[config.mk]
export PLATFORM = sky130hd
export DESIGN_NAME = script_content_filter_unit
export DESIGN_NICKNAME = d
export VERILOG_FILES = /design/src/rtl/scf_pkg.sv /design/src/rtl/script_content_filter_unit.sv
export VERILOG_INCLUDE_DIRS = /design/src /design/src/rtl
export SDC_FILE = /design/constraint.sdc
export NUM_CORES = 1
export LEC_CHECK = 0
export BUFFER_PORTS_ARGS = -buffer_cell sky130_fd_sc_hd__buf_2
export CAP_MARGIN = 15
export CORE_UTILIZATION = 50
export DETAILED_ROUTE_END_ITERATION = 12
export GPL_ROUTABILITY_DRIVEN = 0
export PLACE_DENSITY_LB_ADDON = 0.2
export SYNTH_ARGS = -nofsm -noshare
export SYNTH_HDL_FRONTEND = slang
export SYNTH_SLANG_ARGS = --single-unit
[constraint.sdc]
create_clock -name clock -period 7.67 [get_ports clock]
set_clock_uncertainty 0.2 [all_clocks]
set_input_delay 0.3835 -clock clock [delete_from_list [all_inputs] [get_ports clock]]
set_output_delay 0.3835 -clock clock [all_outputs]
set_load 0.05 [all_outputs]
[src/rtl/script_content_filter_unit_macros.svh]
// Assertion helpers for the script content filter.
`ifndef SCRIPT_CONTENT_FILTER_UNIT_MACROS_SVH
`define SCRIPT_CONTENT_FILTER_UNIT_MACROS_SVH

// Checked at every clock edge outside reset.
`define SCF_ASSERT(lbl, prop, msg) \
   lbl: assert property (@(posedge clock) disable iff (reset) prop) else $error(msg);

// Checked at every clock edge, reset included.
`define SCF_ASSERT_ALWAYS(lbl, prop, msg) \
   lbl: assert property (@(posedge clock) prop) else $error(msg);

`endif

[src/rtl/scf_pkg.sv]
`default_nettype none

package scf_pkg;

   localparam logic [2:0] CAUSE_NONE    = 3'd0;
   localparam logic [2:0] CAUSE_SCRIPT  = 3'd1;
   localparam logic [2:0] CAUSE_SCHEME  = 3'd2;
   localparam logic [2:0] CAUSE_IFRAME  = 3'd3;
   localparam logic [2:0] CAUSE_OBJECT  = 3'd4;
   localparam logic [2:0] CAUSE_EMBED   = 3'd5;
   localparam logic [2:0] CAUSE_HANDLER = 3'd6;

   localparam logic [7:0] CH_NUL = 8'h00;
   localparam logic [7:0] CH_LT  = 8'h3c;
   localparam logic [7:0] CH_EQ  = 8'h3d;
   localparam logic [7:0] CH_GT  = 8'h3e;
   localparam logic [7:0] CH_N   = 8'h6e;
   localparam logic [7:0] CH_O   = 8'h6f;

   // Patterns packed with the first character in the low byte.
   localparam logic [87:0] PAT_SCRIPT = {32'h0, "tpircs<"};
   localparam logic [87:0] PAT_SCHEME = ":tpircsavaj";
   localparam logic [87:0] PAT_IFRAME = {32'h0, "emarfi<"};
   localparam logic [87:0] PAT_OBJECT = {32'h0, "tcejbo<"};
   localparam logic [87:0] PAT_EMBED  = {40'h0, "debme<"};

   localparam logic [3:0] LEN_SCRIPT = 4'd7;
   localparam logic [3:0] LEN_SCHEME = 4'd11;
   localparam logic [3:0] LEN_IFRAME = 4'd7;
   localparam logic [3:0] LEN_OBJECT = 4'd7;
   localparam logic [3:0] LEN_EMBED  = 4'd6;

   typedef enum logic [5:0] {
      PH_IDLE   = 6'b000001,
      PH_WS     = 6'b000010,
      PH_O      = 6'b000100,
      PH_ON     = 6'b001000,
      PH_NAME   = 6'b010000,
      PH_POSTWS = 6'b100000
   } handler_phase_type;

   typedef struct packed {
      logic [3:0] pos;
      logic       hit;
   } match_type;

   function automatic logic is_ws(input logic [7:0] c);
      return (c == 8'h20) || (c >= 8'h09 && c <= 8'h0d);
   endfunction

   function automatic logic is_alpha(input logic [7:0] c);
      return c >= 8'h61 && c <= 8'h7a;
   endfunction

   function automatic logic is_name_char(input logic [7:0] c);
      return is_alpha(c) || (c >= 8'h30 && c <= 8'h39) || c == 8'h2d || c == 8'h5f;
   endfunction

   // Prefix matcher step; the first pattern character occurs only once.
   function automatic match_type match_step(input logic [3:0]  pos,
                                            input logic [7:0]  c,
                                            input logic [87:0] pat,
                                            input logic [3:0]  len);
      match_type r;
      r.hit = 1'b0;
      if (pos < len && c == pat[{pos, 3'b000} +: 8]) begin
         r.pos = pos + 4'd1;
      end else begin
         r.pos = (c == pat[7:0]) ? 4'd1 : 4'd0;
      end
      if (r.pos >= len) begin
         r.hit = 1'b1;
         r.pos = 4'd0;
      end
      return r;
   endfunction

endpackage

`default_nettype wire

[src/rtl/script_content_filter_unit.sv]
// Script content filter: screens a document for the no-script profile.
// Send the document one byte per request, last_byte high on the final byte
// (documents hold at least one byte). Letters are folded to lower case; on
// the final byte one response reports violation and cause, first hit in
// priority order: script tag, javascript scheme (whitespace and NUL
// skipped), iframe, object, embed, inline handler in a closed tag. With
// the profile register clear at the final byte every document passes. One
// byte per cycle sustained: bytes land in an input register, a single pass
// of small match counters updates state, and the response sits in an
// output register. A final byte waits in the input register only while an
// older response is stalled.
`default_nettype none

`include "script_content_filter_unit_macros.svh"

module script_content_filter_unit (
   input  wire logic       clock,
   input  wire logic       reset,
   input  wire logic       req_valid,
   output      logic       req_stall,
   input  wire logic [7:0] req_doc_byte,
   input  wire logic       req_last_byte,
   output      logic       rsp_valid,
   input  wire logic       rsp_stall,
   output      logic       rsp_violation,
   output      logic [2:0] rsp_cause,
   input  wire logic       csr_wr_en,
   input  wire logic       csr_wr_data
);

   // Config register.
   logic profile_ff;

   // Input register.
   logic       s1_valid_ff, s1_valid_in;
   logic [7:0] s1_byte_ff;
   logic       s1_last_ff;

   // Scan state.
   logic [2:0] script_pos_ff, script_pos_in;
   logic [3:0] scheme_pos_ff, scheme_pos_in;
   logic [2:0] iframe_pos_ff, iframe_pos_in;
   logic [2:0] object_pos_ff, object_pos_in;
   logic [2:0] embed_pos_ff, embed_pos_in;
   logic       inside_tag_ff, inside_tag_in;
   scf_pkg::handler_phase_type phase_ff, phase_in;
   logic       pending_ff, pending_in;
   logic [5:0] found_ff, found_in;

   // Response register.
   logic       rsp_valid_ff, rsp_valid_in;
   logic       rsp_violation_ff, rsp_violation_in;
   logic [2:0] rsp_cause_ff, rsp_cause_in;

   logic       req_take;
   logic       do_step;
   logic [7:0] c;
   logic [2:0] cause;
   scf_pkg::match_type m_script, m_scheme, m_iframe, m_object, m_embed;

   // A final byte can only move on when the response slot frees up.
   assign do_step   = s1_valid_ff && !(s1_last_ff && rsp_valid_ff && rsp_stall);
   assign req_stall = s1_valid_ff && !do_step;
   assign req_take  = req_valid && !req_stall;
   assign s1_valid_in = req_take || (s1_valid_ff && !do_step);

   // Fold upper case letters.
   assign c = (s1_byte_ff >= 8'h41 && s1_byte_ff <= 8'h5a) ? (s1_byte_ff | 8'h20)
                                                           : s1_byte_ff;

   assign m_script = scf_pkg::match_step({1'b0, script_pos_ff}, c,
                                         scf_pkg::PAT_SCRIPT, scf_pkg::LEN_SCRIPT);
   assign m_scheme = scf_pkg::match_step(scheme_pos_ff, c,
                                         scf_pkg::PAT_SCHEME, scf_pkg::LEN_SCHEME);
   assign m_iframe = scf_pkg::match_step({1'b0, iframe_pos_ff}, c,
                                         scf_pkg::PAT_IFRAME, scf_pkg::LEN_IFRAME);
   assign m_object = scf_pkg::match_step({1'b0, object_pos_ff}, c,
                                         scf_pkg::PAT_OBJECT, scf_pkg::LEN_OBJECT);
   assign m_embed  = scf_pkg::match_step({1'b0, embed_pos_ff}, c,
                                         scf_pkg::PAT_EMBED, scf_pkg::LEN_EMBED);

   always_comb begin
      logic [5:0] found;
      logic       hit;
      scf_pkg::handler_phase_type ph;

      found = found_ff;
      hit   = 1'b0;
      ph    = scf_pkg::PH_IDLE;

      found[0] = found[0] | m_script.hit;
      found[2] = found[2] | m_iframe.hit;
      found[3] = found[3] | m_object.hit;
      found[4] = found[4] | m_embed.hit;

      // Scheme matcher skips whitespace and NUL bytes.
      scheme_pos_in = scheme_pos_ff;
      if (!scf_pkg::is_ws(c) && c != scf_pkg::CH_NUL) begin
         scheme_pos_in = m_scheme.pos;
         found[1]      = found[1] | m_scheme.hit;
      end

      script_pos_in = m_script.pos[2:0];
      iframe_pos_in = m_iframe.pos[2:0];
      object_pos_in = m_object.pos[2:0];
      embed_pos_in  = m_embed.pos[2:0];

      // Handler recognizer.
      case (phase_ff)
         scf_pkg::PH_WS: begin
            if (scf_pkg::is_ws(c))      ph = scf_pkg::PH_WS;
            else if (c == scf_pkg::CH_O) ph = scf_pkg::PH_O;
         end
         scf_pkg::PH_O: begin
            if (c == scf_pkg::CH_N)     ph = scf_pkg::PH_ON;
            else if (scf_pkg::is_ws(c)) ph = scf_pkg::PH_WS;
         end
         scf_pkg::PH_ON: begin
            if (scf_pkg::is_alpha(c))   ph = scf_pkg::PH_NAME;
            else if (scf_pkg::is_ws(c)) ph = scf_pkg::PH_WS;
         end
         scf_pkg::PH_NAME: begin
            if (scf_pkg::is_name_char(c)) ph = scf_pkg::PH_NAME;
            else if (scf_pkg::is_ws(c))   ph = scf_pkg::PH_POSTWS;
            else if (c == scf_pkg::CH_EQ) hit = 1'b1;
         end
         scf_pkg::PH_POSTWS: begin
            if (scf_pkg::is_ws(c))        ph = scf_pkg::PH_POSTWS;
            else if (c == scf_pkg::CH_EQ) hit = 1'b1;
            else if (c == scf_pkg::CH_O)  ph = scf_pkg::PH_O;
         end
         default: begin
            if (scf_pkg::is_ws(c)) ph = scf_pkg::PH_WS;
         end
      endcase

      inside_tag_in = inside_tag_ff;
      phase_in      = phase_ff;
      pending_in    = pending_ff;
      if (inside_tag_ff) begin
         if (c == scf_pkg::CH_GT) begin
            // Tag closed: a handler seen inside it now counts.
            found[5]      = found[5] | pending_ff;
            inside_tag_in = 1'b0;
            pending_in    = 1'b0;
            phase_in      = scf_pkg::PH_IDLE;
         end else begin
            phase_in   = ph;
            pending_in = pending_ff | hit;
         end
      end else if (c == scf_pkg::CH_LT) begin
         inside_tag_in = 1'b1;
         pending_in    = 1'b0;
         phase_in      = scf_pkg::PH_IDLE;
      end

      // Priority pick, lowest cause first.
      cause = scf_pkg::CAUSE_NONE;
      if (profile_ff) begin
         if (found[0])      cause = scf_pkg::CAUSE_SCRIPT;
         else if (found[1]) cause = scf_pkg::CAUSE_SCHEME;
         else if (found[2]) cause = scf_pkg::CAUSE_IFRAME;
         else if (found[3]) cause = scf_pkg::CAUSE_OBJECT;
         else if (found[4]) cause = scf_pkg::CAUSE_EMBED;
         else if (found[5]) cause = scf_pkg::CAUSE_HANDLER;
      end
      found_in = found;

      // End of document: back to a clean scan state.
      if (s1_last_ff) begin
         script_pos_in = 3'd0;
         scheme_pos_in = 4'd0;
         iframe_pos_in = 3'd0;
         object_pos_in = 3'd0;
         embed_pos_in  = 3'd0;
         inside_tag_in = 1'b0;
         phase_in      = scf_pkg::PH_IDLE;
         pending_in    = 1'b0;
         found_in      = 6'd0;
      end
   end

   // Response slot: loads on a final byte, drains when not stalled.
   assign rsp_valid_in     = (do_step && s1_last_ff) || (rsp_valid_ff && rsp_stall);
   assign rsp_violation_in = (cause != scf_pkg::CAUSE_NONE);
   assign rsp_cause_in     = cause;

   always_ff @(posedge clock) begin
      if (reset) begin
         profile_ff    <= 1'b0;
         s1_valid_ff   <= 1'b0;
         rsp_valid_ff  <= 1'b0;
         script_pos_ff <= 3'd0;
         scheme_pos_ff <= 4'd0;
         iframe_pos_ff <= 3'd0;
         object_pos_ff <= 3'd0;
         embed_pos_ff  <= 3'd0;
         inside_tag_ff <= 1'b0;
         phase_ff      <= scf_pkg::PH_IDLE;
         pending_ff    <= 1'b0;
         found_ff      <= 6'd0;
      end else begin
         if (csr_wr_en) begin
            profile_ff <= csr_wr_data;
         end
         s1_valid_ff  <= s1_valid_in;
         rsp_valid_ff <= rsp_valid_in;
         if (do_step) begin
            script_pos_ff <= script_pos_in;
            scheme_pos_ff <= scheme_pos_in;
            iframe_pos_ff <= iframe_pos_in;
            object_pos_ff <= object_pos_in;
            embed_pos_ff  <= embed_pos_in;
            inside_tag_ff <= inside_tag_in;
            phase_ff      <= phase_in;
            pending_ff    <= pending_in;
            found_ff      <= found_in;
         end
      end
   end

   // Payload registers.
   always_ff @(posedge clock) begin
      if (req_take) begin
         s1_byte_ff <= req_doc_byte;
         s1_last_ff <= req_last_byte;
      end
      if (do_step && s1_last_ff) begin
         rsp_violation_ff <= rsp_violation_in;
         rsp_cause_ff     <= rsp_cause_in;
      end
   end

   assign rsp_valid     = rsp_valid_ff;
   assign rsp_violation = rsp_violation_ff;
   assign rsp_cause     = rsp_cause_ff;

   `SCF_ASSERT(a_viol_cause,
      rsp_valid_ff |-> (rsp_violation_ff == (rsp_cause_ff != scf_pkg::CAUSE_NONE)),
      "violation flag disagrees with cause")
   `SCF_ASSERT(a_stall_only_last,
      req_stall |-> (s1_valid_ff && s1_last_ff && rsp_valid_ff),
      "input stalled without a blocked final byte")
   `SCF_ASSERT(a_profile_off,
      (do_step && s1_last_ff && !profile_ff) |=> !rsp_violation_ff,
      "violation reported with profile off")
   `SCF_ASSERT(a_doc_clear,
      (do_step && s1_last_ff) |=> (found_ff == 6'd0 && !inside_tag_ff && !pending_ff),
      "scan state not cleared after final byte")
   `SCF_ASSERT_ALWAYS(a_reset_idle,
      reset |=> (!rsp_valid_ff && !s1_valid_ff),
      "pipeline not empty after reset")

endmodule

`default_nettype wire

# Yosys cells after proc, flatten, opt, wreduce, memory -nomap -nowiden
# Index checks and enable logic that the tools add are counted.
# word_totals
reg_bits	46
inputBits	15
output_inout_bits	6
elab_cells	159
# classes
n_addsub	5
magnitude_cmp	18
eq_ne	19
shift	5
mux	56
bitwise	7
n_reduce_logical	33
# ops
cell	count
88-bit by 7-bit indexed part select with 8-bit output, first input constant	4
88-bit by 8-bit indexed part select with 8-bit output, first input constant	1
6-bit 2-to-1 mux	10
4-bit 2-to-1 mux	12
3-bit 2-to-1 mux	14
8-bit by 6-bit equality test with 1-bit output, second input constant	5
8-bit equality test	5
8-bit by 7-bit equality test with 1-bit output, second input constant	4
6-bit one-hot mux with 5 select lines	1
1-bit logical AND	17
3-bit by 1-bit adder with 4-bit output, second input constant	4
4-bit by 3-bit >= comparator with 1-bit output, second input constant	4
8-bit by 7-bit >= comparator with 1-bit output, second input constant	2
8-bit by 7-bit less-or-equal comparator with 1-bit output, second input constant	2
1-bit 2-to-1 mux	16
3-bit < comparator, second input constant	4
8-bit by 4-bit >= comparator with 1-bit output, second input constant	1
8-bit by 6-bit >= comparator with 1-bit output, second input constant	1
8-bit by 4-bit less-or-equal comparator with 1-bit output, second input constant	1
8-bit by 6-bit less-or-equal comparator with 1-bit output, second input constant	1
8-bit nonzero test	1
1-bit OR	7
6-bit by 2-bit equality test with 1-bit output, second input constant	1
6-bit by 3-bit equality test with 1-bit output, second input constant	1
other kinds (14)	24

# Longest topological paths before layout
# Gate-level depths: netlist of the first run.
# logic_depth
word_depth	16
depth_mapped	10
depth_no_buf	10

# Least setup slack after synthesis of the first run
# No wires, ideal clock.
# synth_timing
path_type	register to register
start	register iframe_pos_ff[1]
end	register rsp_cause_ff[2], in the netlist rsp_cause[2] (data pin)
setup_time_ns	0.264
arrival_ns	2.318
required_ns	7.206
path_slack_ns	4.888
path_stages_with_launch	11
n_path_buf	1
period_less_slack_ns	2.782
path_cell_list	dfxtp_1 > clkbuf_1 > inv_1 > ha_1 > xnor2_1 > a2111oi_0 > o221ai_1 > a211oi_1 > nand2_1 > and3_1 > nor3b_1
# synth_between
elab_chain_cells	11
elab_cells_between_ends	13
classes_between	add/sub (1); order compare (2); eq/ne (1); shift (1); mux (6); bitwise (1); reduce/logical (1)
# synth_rtl
element	line_no	text
from (decl)	script_content_filter_unit.sv:42	logic [2:0] iframe_pos_ff, iframe_pos_in;
from (signal assigned)	script_content_filter_unit.sv:211	iframe_pos_ff <= iframe_pos_in;
88-bit by 7-bit indexed part select with 8-bit output	scf_pkg.sv:66	if (pos < len && c == pat[{pos, 3'b000} +: 8]) begin
8-bit equality test	scf_pkg.sv:66	
1-bit logical AND	scf_pkg.sv:66	
4-bit 2-to-1 mux (*)	scf_pkg.sv:66	
4-bit by 3-bit >= comparator with 1-bit output (*)	scf_pkg.sv:71	if (r.pos >= len) begin
4-bit 2-to-1 mux (*)	scf_pkg.sv:71	
1-bit OR (*)	script_content_filter_unit.sv:92	found[2] = found[2] | m_iframe.hit;
3-bit 2-to-1 mux (*)	script_content_filter_unit.sv:162	else if (found[2]) cause = scf_pkg::CAUSE_IFRAME;
3-bit 2-to-1 mux (*)	script_content_filter_unit.sv:161	else if (found[1]) cause = scf_pkg::CAUSE_SCHEME;
3-bit 2-to-1 mux (*)	script_content_filter_unit.sv:160	if (found[0]) cause = scf_pkg::CAUSE_SCRIPT;
3-bit 2-to-1 mux (*)	script_content_filter_unit.sv:159	if (profile_ff) begin
via cause[2]	script_content_filter_unit.sv:58	logic [2:0] cause;
to (signal assigned)	script_content_filter_unit.sv:230	rsp_cause_ff <= rsp_cause_in;
to (decl)	script_content_filter_unit.sv:53	logic [2:0] rsp_cause_ff, rsp_cause_in;
# The timed path passes the listed nets; every way through them passes the cells marked *.
# A chain may end at the register's enable or synchronous reset.

# Final worst setup path of the first run
# layout_timing
start	register s1_byte_ff[3]
end	register pending_ff
# layout_between
elab_chain_cells	14
elab_cells_between_ends	33
classes_between	order compare (8); eq/ne (6); mux (8); bitwise (1); reduce/logical (10)
# layout_rtl
element	line_no	text
from (decl)	script_content_filter_unit.sv:36	logic [7:0] s1_byte_ff;
from (signal assigned)	script_content_filter_unit.sv:225	s1_byte_ff <= req_doc_byte;
8-bit by 7-bit >= comparator with 1-bit output / 8-bit by 7-bit less-or-equal comparator with 1-bit output (equally long branches)	script_content_filter_unit.sv:68	assign c = (s1_byte_ff >= 8'h41 && s1_byte_ff <= 8'h5a) ? (s1_byte_ff | 8'h20)
1-bit logical AND	script_content_filter_unit.sv:68	
6-bit 2-to-1 mux (*)	script_content_filter_unit.sv:68	
8-bit by 7-bit >= comparator with 1-bit output, or another cell as far along	scf_pkg.sv:52	return c >= 8'h61 && c <= 8'h7a;
1-bit logical AND (on tied branches)	scf_pkg.sv:52, scf_pkg.sv:56	
1-bit logical OR (3 in a row)	scf_pkg.sv:56	return is_alpha(c) || (c >= 8'h30 && c <= 8'h39) || c == 8'h2d || c == 8'h5f;
1-bit 2-to-1 mux	script_content_filter_unit.sv:123	if (scf_pkg::is_name_char(c)) ph = scf_pkg::PH_NAME;
1-bit one-hot mux with 2 select lines	script_content_filter_unit.sv:109	case (phase_ff)
1-bit OR	script_content_filter_unit.sv:149	pending_in = pending_ff | hit;
1-bit 2-to-1 mux	script_content_filter_unit.sv:141	if (c == scf_pkg::CH_GT) begin
1-bit 2-to-1 mux	script_content_filter_unit.sv:140	if (inside_tag_ff) begin
1-bit 2-to-1 mux	script_content_filter_unit.sv:170	if (s1_last_ff) begin
to (signal assigned)	script_content_filter_unit.sv:216	pending_ff <= pending_in;
to (decl)	script_content_filter_unit.sv:47	logic pending_ff, pending_in;
# Mark *: on every way between the ends. The rest lies on a longest branch, timed or not.

==> results by group, run 1 <==
Outcome
  • Status: finished, final reports clean

Clocking
  • Worst-Skew Late Latency: 310 ps
  • H-tree depth: 2
  • Post-CTS Hold Fix Bufs: 0
  • Worst-path clk slew: 90 ps
  • CTS buffer count: 5
  • Clock Root Buffer: clkbuf_8
  • Post-CTS setup buffers: 0
  • CTS tree: done
  • Max Buffers Root-to-Sink: 2
  • Cells resized by post-CTS repair: 0
  • Sink Count: 46

Synth
  • Syn nets: 493
  • Xor/xnor cell area share of the yosys netlist: 0.0589
  • Post-synthesis mux area share: 0.0445
  • Top FF cell, synth: dfxtp_1
  • Synth Area in Simple Gates: 0.239
  • Main combinational cell family by area after synthesis: simple AND/OR/NAND/NOR gates
  • Synth Area in Compound Gates: 0.213
  • Ys async rst share: 0
  • Post-synth EDFFs: 13
  • Netlist cell types: 70
  • Mapped Cells: 450
  • Area of the mapped netlist: 3710 µm²
  • Synthesized flop and latch total: 46
  • Avg Inst Size Synth: 8.26 µm²
  • YS warnings: 0
  • Post-synthesis adder-cell area fraction: 0.0943
  • Sequential area share after synthesis: 0.283

Floorplan
  • Core ar.: 7210 µm²
  • I/O Pins: 21
  • FP Rows: 31
  • Starting Density: 0.515
  • Die width: 88.2 µm
  • Die ar.: 7780 µm²
  • Die H: 88.2 µm

Drt
  • DRT iter0 DRCs: 347
  • DRT Pass-1 Iters: 5
  • Wire length per cell: 16.4 µm
  • ANT nets after route: 0
  • Via Count: 3308
  • Post-DR vias/cell: 6.03
  • Drt total wl: 9010 µm
  • # DRC: 0

GRT
  • Largest net degree at the start of global routing: 30
  • Initial antenna violation count: 0
  • Total grt overflow: 0
  • Vias in the first global route: 2887
  • First-pass GRT wire length: 14600 µm
  • All-Layer GR Usage: 0.243

Final layout
  • Area Growth Syn to Fin: 4.85%
  • Most common cell after layout, fill and taps aside: nor2_1
  • Fillers: 707
  • N_diodes: 0
  • Share of cells above drive strength 1: 0.102
  • Final #Nets: 492
  • Most frequent cells in the layout: 44 x nor2_1, 33 x dfxtp_1, 28 x ha_1

Setup path
  • Reg2reg end: pending_ff
  • CP endpoint: pending_ff
  • CP max stage delay: 950 ps
  • Crit-path cells: nand3b_1 > nor4_2 > and2_1 > o31ai_2 > nor4_1 > a31oi_1 > a221oi_1
  • WP data required: 7690 ps
  • Critical path class: flip-flop to flip-flop
  • Arrival time at the worst endpoint: 3400 ps
  • CP delay by family, top: simple AND/OR/NAND/NOR gates
  • Critical path depth in cells: 7
  • CP Launch Type: flip-flop
  • Critical Path End Type: flip-flop
  • Buf/Inv on CP: 0
  • Start of the worst register-to-register path: s1_byte_ff[3]
  • Beginning of the critical path: s1_byte_ff[3]
  • R2R depth: 7
  • Worst path slowest cell: edfxtp_1
  • CP max FO: 25
  • R2r setup slk: 4280 ps

Power and ir drop
  • Tot Pwr: 0.480 mW
  • P_leak: 1.38 nW
  • Worst VDD drop: 76.9 µV
  • Power Density: 123 nW/µm²

Timing
  • Final slew viol count: 0
  • Setup violators final: 0
  • FMAX: 0.295 GHz
  • Minimum clock period: 3390 ps
  • Setup tns final: 0 ps
  • Slew HR: 0.403
  • RSZ-0062 raised after global routing: no
  • Final cycle utilization of the critical path: 0.441
  • Worst slew pin tran: 896 ps
  • Fin. Hold Viols: 0

Placed design
  • Hpwl dp: 6420 µm
  • PortBufs: 20

Min path
  • Worst hold path type: primary input to flip-flop

Job
  • Max Cap Violations: 0
[layout make-up]
type                    instances  area [µm²]  share of cell area
repair buffers                 20         100              0.0257
clock inverters                 2        12.5             0.00321
flip-flops and latches         46        1050               0.270
clock buffers                   6        82.6              0.0212
multi-input cells             347        2420               0.620
well taps                      99         124              0.0318
inverters                      29         109              0.0279
[per-layer routing]
| layer | vias up | track usage | part of all wire |
|---|---|---|---|
| met5 | - | 0 | 0 |
| met4 | 0 | 0.0792 | 0.020 |
| met3 | 15 | 0.0349 | 0.053 |
| met2 | 113 | 0.391 | 0.47 |
| met1 | 1538 | 0.333 | 0.45 |
| li1 | 1642 | - | - |
[report_power, final]
part / internal (mW) / leakage, nW / switching [mW]
Combinational: 0.0189 / 0.940 / 0.0288
Sequential: 0.254 / 0.392 / 0.0158
Clock: 0.0726 / 0.0472 / 0.0894
Total: 0.346 / 1.38 / 0.134
[worst min-delay path by stage]
| stage | startpoint | cells past startpoint | slack [ps] | end |
|---|---|---|---|---|
| after floorplan | found_ff[2] | 1 | 240 | found_ff[2] |
| after global placement | found_ff[2] | 1 | 250 | found_ff[2] |
| after detailed placement | found_ff[2] | 1 | 250 | found_ff[2] |
| after CTS | req_doc_byte[6] | 1 | 40 | s1_byte_ff[6] |
| after global routing | req_doc_byte[4] | 1 | 30 | s1_byte_ff[4] |
| final | req_last_byte | 1 | 40 | s1_last_ff |
[flip-flops by register name, indices dropped and copies added (netlist names)]
signal         cells
profile_ff         1
pending_ff         1
rsp_valid          1
phase_ff           6
inside_tag_ff      1
scheme_pos_ff      4
script_pos_ff      3
iframe_pos_ff      3
object_pos_ff      3
found_ff           6
rsp_violation      1
rsp_cause          3
s1_byte_ff         8
s1_valid_ff        1
s1_last_ff         1
embed_pos_ff       3
[logic make-up (layout without fill, tap and decap cells)]
family                     after synthesis  count (layout)
and+or+nand+nor                        166             166
xor gates and xnor gates                25              25
muxes                                   16              16
buffers and inverters                   57              57
AOI/OAI and AO/OA                      112             112
adders and majority gates               28              28
DFF                                     46              46
[through the flow]
step / std cells / setup slack, ps / hold WS [ps] / area (µm²) / utilization
final: 549 / 4280 / 44.9 / 3890 / 0.540
after global routing: 549 / 4020 / 30.5 / 3890 / 0.540
after CTS: 549 / 4340 / 40.6 / 3890 / 0.540
after detailed placement: 541 / 4350 / 255 / 3800 / 0.527
after global placement: 541 / 4550 / 251 / 3800 / 0.527
after floorplan: 450 / 4890 / 240 / 3710 / -
[synthesized netlist by cell type (3+ instances only)]
cell type,count,area (µm²)
a22oi_1,11,82.6
nor4_1,10,62.6
nor2_1,44,165
a22o_1,3,26.3
o221ai_1,4,35.0
nor2b_1,9,56.3
a211oi_1,5,37.5
clkbuf_1,13,48.8
nand4_1,6,37.5
dfxtp_1,33,661
inv_1,27,101
and3_1,9,56.3
o21a_1,4,30.0
nand3b_1,4,30.0
o2111ai_1,3,26.3
nand2_1,24,90.1
o31ai_1,3,22.5
and2_1,3,18.8
buf_1,5,18.8
mux2i_1,12,120
edfxtp_1,13,390
mux2_2,4,45.0
nor3_1,16,80.1
or3_1,4,25.0
o211ai_1,4,30.0
a2111oi_0,5,43.8
o21ai_0,17,85.1
a21o_1,3,22.5
ha_1,28,350
nor3b_1,4,30.0
nand2b_1,10,62.6
xnor2_1,16,140
a21oi_1,25,125
nand3_1,10,50.1
xor2_1,9,78.8
buf_2,7,35.0
(Power assumes the default switching activity.)
==> run 2, diff against run 1 <==
clock period = 3.2 ns   (was 7.67 ns; I/O delays follow)
==> run 2 against run 1 <==
Non-clock buffer count up 28. Clock power increased by 120%. Setup slack worse by 4100 ps. Routed wire length up 4.4%. Sequential power up 130%. Worst hold slack better by 110 ps. Total power rose by 140%. Clock-buffer cell count increased by 1. Final cell count is 5.1% higher. Design area grew 6.1%. Via count up 3.1%. Critical endpoint is now rsp_cause[2].
==> results by group, run 2 (synthesis results as in run 1) <==
Setup path
  • CP Launch Type: flip-flop
  • CP max stage delay: 490 ps (-460 ps)
  • Crit-path cells: ha_1 > inv_1 > ha_1 > nor2_1 > a2bb2oi_1 > o22ai_1 > nand2_1 > o41a_1 > and3_1 > nor3b_1
  • Buf/Inv on CP: 1 (+1)
  • R2r setup slk: 220 ps (-4070 ps)
  • R2R depth: 10 (+3)
  • Critical Path End Type: flip-flop
  • Start of the worst register-to-register path: scheme_pos_ff[0]
  • WP data required: 3050 ps (-4640 ps)
  • CP delay by family, top: compound AO/OA/AOI/OAI gates
  • Most frequent CP cell: ha_1
  • Reg2reg end: rsp_cause[2]
  • CP max FO: 8 (-68%)
  • Worst path slowest cell: dfxtp_1
  • Beginning of the critical path: scheme_pos_ff[0]
  • Critical path class: flip-flop to flip-flop
  • Arrival time at the worst endpoint: 2830 ps (-570 ps)

Timing
  • RSZ-0062 raised after global routing: no
  • Worst slew pin tran: 810 ps (-85.6 ps)
  • Final cycle utilization of the critical path: 0.931 (+0.490)
  • Setup violators final: 0 (unchanged)
  • Minimum clock period: 2980 ps (-405 ps)
  • Fin. Hold Viols: 0 (unchanged)
  • Final slew viol count: 0 (unchanged)
  • Hold_ws: 153 ps (+108 ps)
  • Setup tns final: 0 ps (unchanged)
  • Slew HR: 0.458 (+0.0551)
  • FMAX: 0.336 GHz (+14%)

Min path
  • WHS Endpoint: inside_tag_ff
  • Worst hold stages: 2 (+1)
  • Worst hold path startpoint: reset
  • Worst hold path type: primary input to flip-flop

Clocking
  • Worst-path clk slew: 90 ps (about the same)
  • CTS tree: done
  • H-tree depth: 2 (unchanged)
  • Sink Count: 46 (unchanged)
  • Clock Root Buffer: clkbuf_8
  • Max Buffers Root-to-Sink: 2 (unchanged)
  • CTS buffer count: 5 (unchanged)
  • Worst-Skew Late Latency: 300 ps (about the same)
  • Post-CTS setup buffers: 0 (unchanged)

Drt
  • Post-DR vias/cell: 5.91 (-1.9%)
  • Drt total wl: 9400 µm (+4.4%)
  • Via Count: 3409 (+3.1%)
  • Wire length per cell: 16.3 µm (-0.70%)
  • DRT iter0 DRCs: 249 (-28%)
  • # DRC: 0 (unchanged)
  • DRT Pass-1 Iters: 5 (unchanged)
  • ANT nets after route: 0 (unchanged)

Power and ir drop
  • P_leak: 1.50 nW (+8.6%)
  • Switching pwr: 0.322 mW (+140%)
  • Power Internal: 0.832 mW (+140%)
  • Power Density: 279 nW/µm² (+130%)
  • Worst VDD drop: 188 µV (+140%)
  • Share of power burned in registers: 0.542 (-0.021)
  • Net Sw Frac: 0.279 (-0.000515)
  • Tot Pwr: 1.15 mW (+140%)
  • Combinational share of power: 0.144 (+0.045)
  • Clock share of power: 0.314 (-0.024)

Final layout
  • Area Growth Syn to Fin: 11.3%
  • Fin area: 4130 µm² (+6.1%)
  • Top flop regs: s1_byte_ff x8, found_ff x6, phase_ff x6
  • Largest register FFs: 8 (unchanged)
  • Most frequent cells in the layout: 44 x nor2_1, 33 x dfxtp_1, 28 x ha_1
  • Most common cell after layout, fill and taps aside: nor2_1
  • Fillers: 701 (-0.85%)
  • Reg area: 1050 µm² (unchanged)
  • Reg with most FFs: s1_byte_ff
  • Fin util: 0.573 (+0.0331)
  • Final #Nets: 520 (+5.7%)
  • Multi-input gate area: 2420 µm² (+0.21%)
  • N_diodes: 0 (unchanged)
  • Share of cells above drive strength 1: 0.123 (+0.0212)

GRT
  • Vias in the first global route: 3104 (+7.5%)
  • All-Layer GR Usage: 0.259 (+0.0161)
  • Largest net degree at the start of global routing: 30 (unchanged)
  • Total grt overflow: 0 (unchanged)
  • First-pass GRT wire length: 15500 µm (+6.3%)
  • Initial antenna violation count: 0 (unchanged)

Placed design
  • Placed Instance Area: 3910 µm² (+2.8%)
  • PortBufs: 20 (unchanged)
  • Hpwl dp: 6740 µm (+4.9%)

Outcome
  • Status: finished, final reports clean

Job
  • Max Cap Violations: 0 (unchanged)

Floorplan
  • Die width: 88.2 µm (unchanged)
  • FP Rows: 31 (unchanged)
  • I/O Pins: 21 (unchanged)
  • Die H: 88.2 µm (unchanged)
  • Die ar.: 7780 µm² (unchanged)
  • Core ar.: 7210 µm² (unchanged)
  • Starting Density: 0.515 (unchanged)
-- run 2: cell types whose count changed in the layout (fill, tap and decap cells not counted) --
| cell | previous run | this run |
|---|---|---|
| dlygate4sd3_1 | 0 | 14 |
| a211oi_2 | 1 | 2 |
| clkinv_2 | 1 | 0 |
| a211oi_1 | 5 | 4 |
| clkbuf_8 | 6 | 5 |
| buf_4 | 0 | 14 |
| clkbuf_1 | 0 | 2 |
-- run 2: area by class of cell --
cell class                 instances  share of cell area
clock inverter                     1             0.00182
multi-input combinational        347               0.586
sequential                        46               0.254
inverter                          29              0.0263
tap                               99              0.0300
clock buffer                       7              0.0185
timing repair buffer              48              0.0835
-- run 2: worst reg2reg max path, delay by kind of cell, from the launching register on --
family          cells  cell delay [ps]
compound gates      3              860
simple gates        4              500
flops               1              490
fa+ha+maj           2              620
buf+inv             1               60
-- run 2: power by group through the flow --
stage / combinational, mW / sequential (mW) / clock (mW)
final: 0.167 / 0.625 / 0.362
after global routing: 0.181 / 0.627 / 0.390
after CTS: 0.164 / 0.624 / 0.367
after detailed placement: 0.150 / 0.638 / 0
after global placement: 0.148 / 0.638 / 0
after floorplan: 0.104 / 0.635 / 0
-- run 2: per-stage QoR --
stage	instances	setup slack, ps
CTS	577	200
global placement	555	299
floorplan	450	418
global route	577	51.4
detailed placement	555	199
finish	577	220
-- run 2: timing repair --
item | CTS | global route
hold buffers | 14 | 0
gates resized for setup | 0 | 1
endpoints found under the hold margin | 12 | 0
setup endpoints to repair | 0 | 1
-- run 2: metal layers --
| layer | vias up | wire [µm] | part of all wire | GRT usage |
|---|---|---|---|---|
| met5 | - | 0 | 0 | 0 |
| met2 | 94 | 4330 | 0.46 | 0.410 |
| met3 | 23 | 385 | 0.041 | 0.0302 |
| met1 | 1594 | 4420 | 0.47 | 0.363 |
| met4 | 0 | 270 | 0.029 | 0.0894 |
| li1 | 1698 | - | - | - |
-- run 2: worst max path at each step --
stage	cells after the start	to	slack, ps
floorplan	10	rsp_cause[2]	420
global placement	10	rsp_cause[2]	300
detailed placement	9	rsp_cause[2]	200
CTS	9	rsp_cause[2]	200
global route	10	rsp_cause[2]	50
finish	10	rsp_cause[2]	220
==> run 3, diff against run 2 <==
CORE_UTILIZATION = 40   (was 50)
==> run 3 against run 2 <==
Fmax is 0.95% lower. Clock-buffer cell count is 2 lower. Setup slack worse by 28 ps. Die area is 24% higher. Worst hold slack better by 5.1 ps. Combinational power hardly changed. Sequential share of layout area is 0.40 points lower. Non-clock buffer count is 4 higher. Clock power is 27% higher. Total power is 8.7% higher. Largest power group unchanged. Largest cell class unchanged.
==> results by group, run 3 (synthesis results as in run 1) <==
Clocking
  • Post-CTS setup buffers: 0 (unchanged)
  • CTS tree: done
  • H-tree depth: 2 (unchanged)
  • Max Buffers Root-to-Sink: 2 (unchanged)
  • Sink Count: 46 (unchanged)
  • CTS buffer count: 5 (unchanged)
  • Worst-Skew Late Latency: 310 ps (about the same)
  • Worst-path clk slew: 100 ps (about the same)
  • Clock Root Buffer: clkbuf_8

Placed design
  • Placed cell count: 568 (+2.3%)
  • Hpwl dp: 7190 µm (+6.7%)
  • PortBufs: 20 (unchanged)
  • Placed Instance Area: 3950 µm² (+1.1%)
  • Worst slack, placed: 217 ps (+18.3 ps)

Power and ir drop
  • Clock share of power: 0.366 (+0.052)
  • Worst VDD drop: 230 µV (+23%)
  • P_leak: 1.54 nW (+2.7%)
  • Combinational share of power: 0.134 (-0.010)
  • Tot Pwr: 1.25 mW (+8.7%)
  • Share of power burned in registers: 0.501 (-0.041)
  • Net Sw Frac: 0.272 (-0.00725)
  • Power Density: 298 nW/µm² (+6.9%)
  • Power Internal: 0.914 mW (+9.8%)
  • Switching pwr: 0.341 mW (+5.9%)

Final layout
  • Share of cells above drive strength 1: 0.137 (+0.0135)
  • Fin area: 4210 µm² (+1.7%)
  • Largest register FFs: 8 (unchanged)
  • Area Growth Syn to Fin: 13.2%
  • Final Non-Filler Cells: 590 (+2.3%)
  • Most frequent cells in the layout: 44 x nor2_1, 32 x dfxtp_1, 28 x ha_1
  • Final #Nets: 524 (+0.77%)
  • N_diodes: 0 (unchanged)
  • Fillers: 873 (+25%)
  • Most common cell after layout, fill and taps aside: nor2_1
  • Reg with most FFs: s1_byte_ff
  • Top flop regs: s1_byte_ff x8, found_ff x6, phase_ff x6
  • Fin util: 0.475 (-0.0978)

Outcome
  • Status: finished, final reports clean

GRT
  • First-pass GRT wire length: 16100 µm (+3.9%)
  • Largest net degree at the start of global routing: 30 (unchanged)
  • All-Layer GR Usage: 0.209 (-0.0499)
  • Initial antenna violation count: 0 (unchanged)
  • Vias in the first global route: 3194 (+2.9%)
  • Total grt overflow: 0 (unchanged)

Floorplan
  • Starting Density: 0.420 (-0.0951)
  • Die H: 98.4 µm (+12%)
  • FP Rows: 34 (+9.7%)
  • Die width: 98.4 µm (+12%)
  • Core ar.: 8850 µm² (+23%)
  • Die ar.: 9680 µm² (+24%)
  • I/O Pins: 21 (unchanged)

Drt
  • Wire length per cell: 16.4 µm (+0.53%)
  • # DRC: 0 (unchanged)
  • Post-DR vias/cell: 5.79 (-1.9%)
  • DRT iter0 DRCs: 239 (-4.0%)
  • Drt total wl: 9670 µm (+2.8%)
  • ANT nets after route: 0 (unchanged)
  • Via Count: 3418 (+0.26%)
  • DRT Pass-1 Iters: 5 (unchanged)

Timing
  • Minimum clock period: 3010 ps (+28.5 ps)
  • Worst slew pin tran: 735 ps (-75.3 ps)
  • FMAX: 0.332 GHz (-0.95%)
  • Final slew viol count: 0 (unchanged)
  • Final cycle utilization of the critical path: 0.940 (+0.00889)
  • Setup tns final: 0 ps (unchanged)
  • RSZ-0062 raised after global routing: no
  • Setup violators final: 0 (unchanged)
  • Fin. Hold Viols: 0 (unchanged)
  • Hold_ws: 158 ps (+5.05 ps)
  • Slew HR: 0.507 (+0.0492)
  • PnR worst setup slack: 191 ps (-28.5 ps)

Setup path
  • Most frequent CP cell: ha_1
  • Crit-path cells: ha_1 > inv_1 > ha_1 > nor2_1 > a2bb2oi_1 > o22ai_1 > nand2_1 > o41a_1 > and3_1 > nor3b_1
  • CP delay by family, top: compound AO/OA/AOI/OAI gates
  • Critical path class: flip-flop to flip-flop
  • CP max stage delay: 490 ps (about the same)
  • CP Launch Type: flip-flop
  • Arrival time at the worst endpoint: 2870 ps (+40 ps)
  • Critical Path End Type: flip-flop
  • Buf/Inv on CP: 1 (unchanged)
  • WP data required: 3060 ps (about the same)
  • Beginning of the critical path: scheme_pos_ff[0]
  • Start of the worst register-to-register path: scheme_pos_ff[0]
  • Worst path slowest cell: dfxtp_1
  • CP max FO: 8 (unchanged)

Min path
  • Worst hold path startpoint: reset
  • Worst hold path type: primary input to flip-flop

Job
  • Max Cap Violations: 0 (unchanged)
[run 3: cell count changes in the layout (fill, tap and decap cells not counted)]
cell	previous run	this run
dfxtp_2	0	1
clkinv_2	0	1
inv_6	0	1
clkinvlp_4	1	0
buf_4	14	18
dfxtp_1	33	32
bufinv_16	0	1
clkbuf_1	2	0
[run 3: area by class of cell]
type	instances	area (µm²)	area share
clock buffer	5	68.8	0.0164
clock inverter	3	43.8	0.0104
inverter	29	109	0.0259
multi-input combinational	347	2420	0.576
sequential	46	1050	0.250
tap	108	135	0.0321
timing repair buffer	52	375	0.0893
[run 3: per-layer routing]
layer | vias up | track usage | part of all wire
li1 | 1700 | - | -
met1 | 1614 | 0.275 | 0.48
met2 | 91 | 0.360 | 0.48
met3 | 13 | 0.0229 | 0.031
met4 | 0 | 0.0608 | 0.015
met5 | - | 0 | 0
[run 3: worst paths after layout]
| path | to | slack, ps | depth (start not counted) |
|---|---|---|---|
| max | rsp_cause[2] | 190 | 10 |
| min | scheme_pos_ff[3] | 160 | 2 |
| max reg2reg | rsp_cause[2] | 190 | 10 |
| min reg2reg | found_ff[2] | 290 | 1 |
[run 3: power by group through the flow]
stage / combinational [mW] / clock, mW / sequential [mW]
3_3_place_gp: 0.153 / 0 / 0.641
6_report: 0.168 / 0.459 / 0.628
4_1_cts: 0.167 / 0.468 / 0.628
5_1_grt: 0.183 / 0.494 / 0.630
3_5_place_dp: 0.153 / 0 / 0.641
2_1_floorplan: 0.104 / 0 / 0.635
[run 3: timing repair]
item,in CTS,in global routing
endpoints found under the setup margin,0,4
hold endpoints to repair,12,0
hold buffers,14,0
resized for setup,0,2
[run 3: worst reg2reg max path, cell delays in order, from the launching register on]
cell and delay (ps):
dfxtp_1 490, ha_1 270, inv_1 60, ha_1 330
nor2_1 60, a2bb2oi_1 120, o22ai_1 280, nand2_1 90
o41a_1 480, and3_1 230, nor3b_1 140
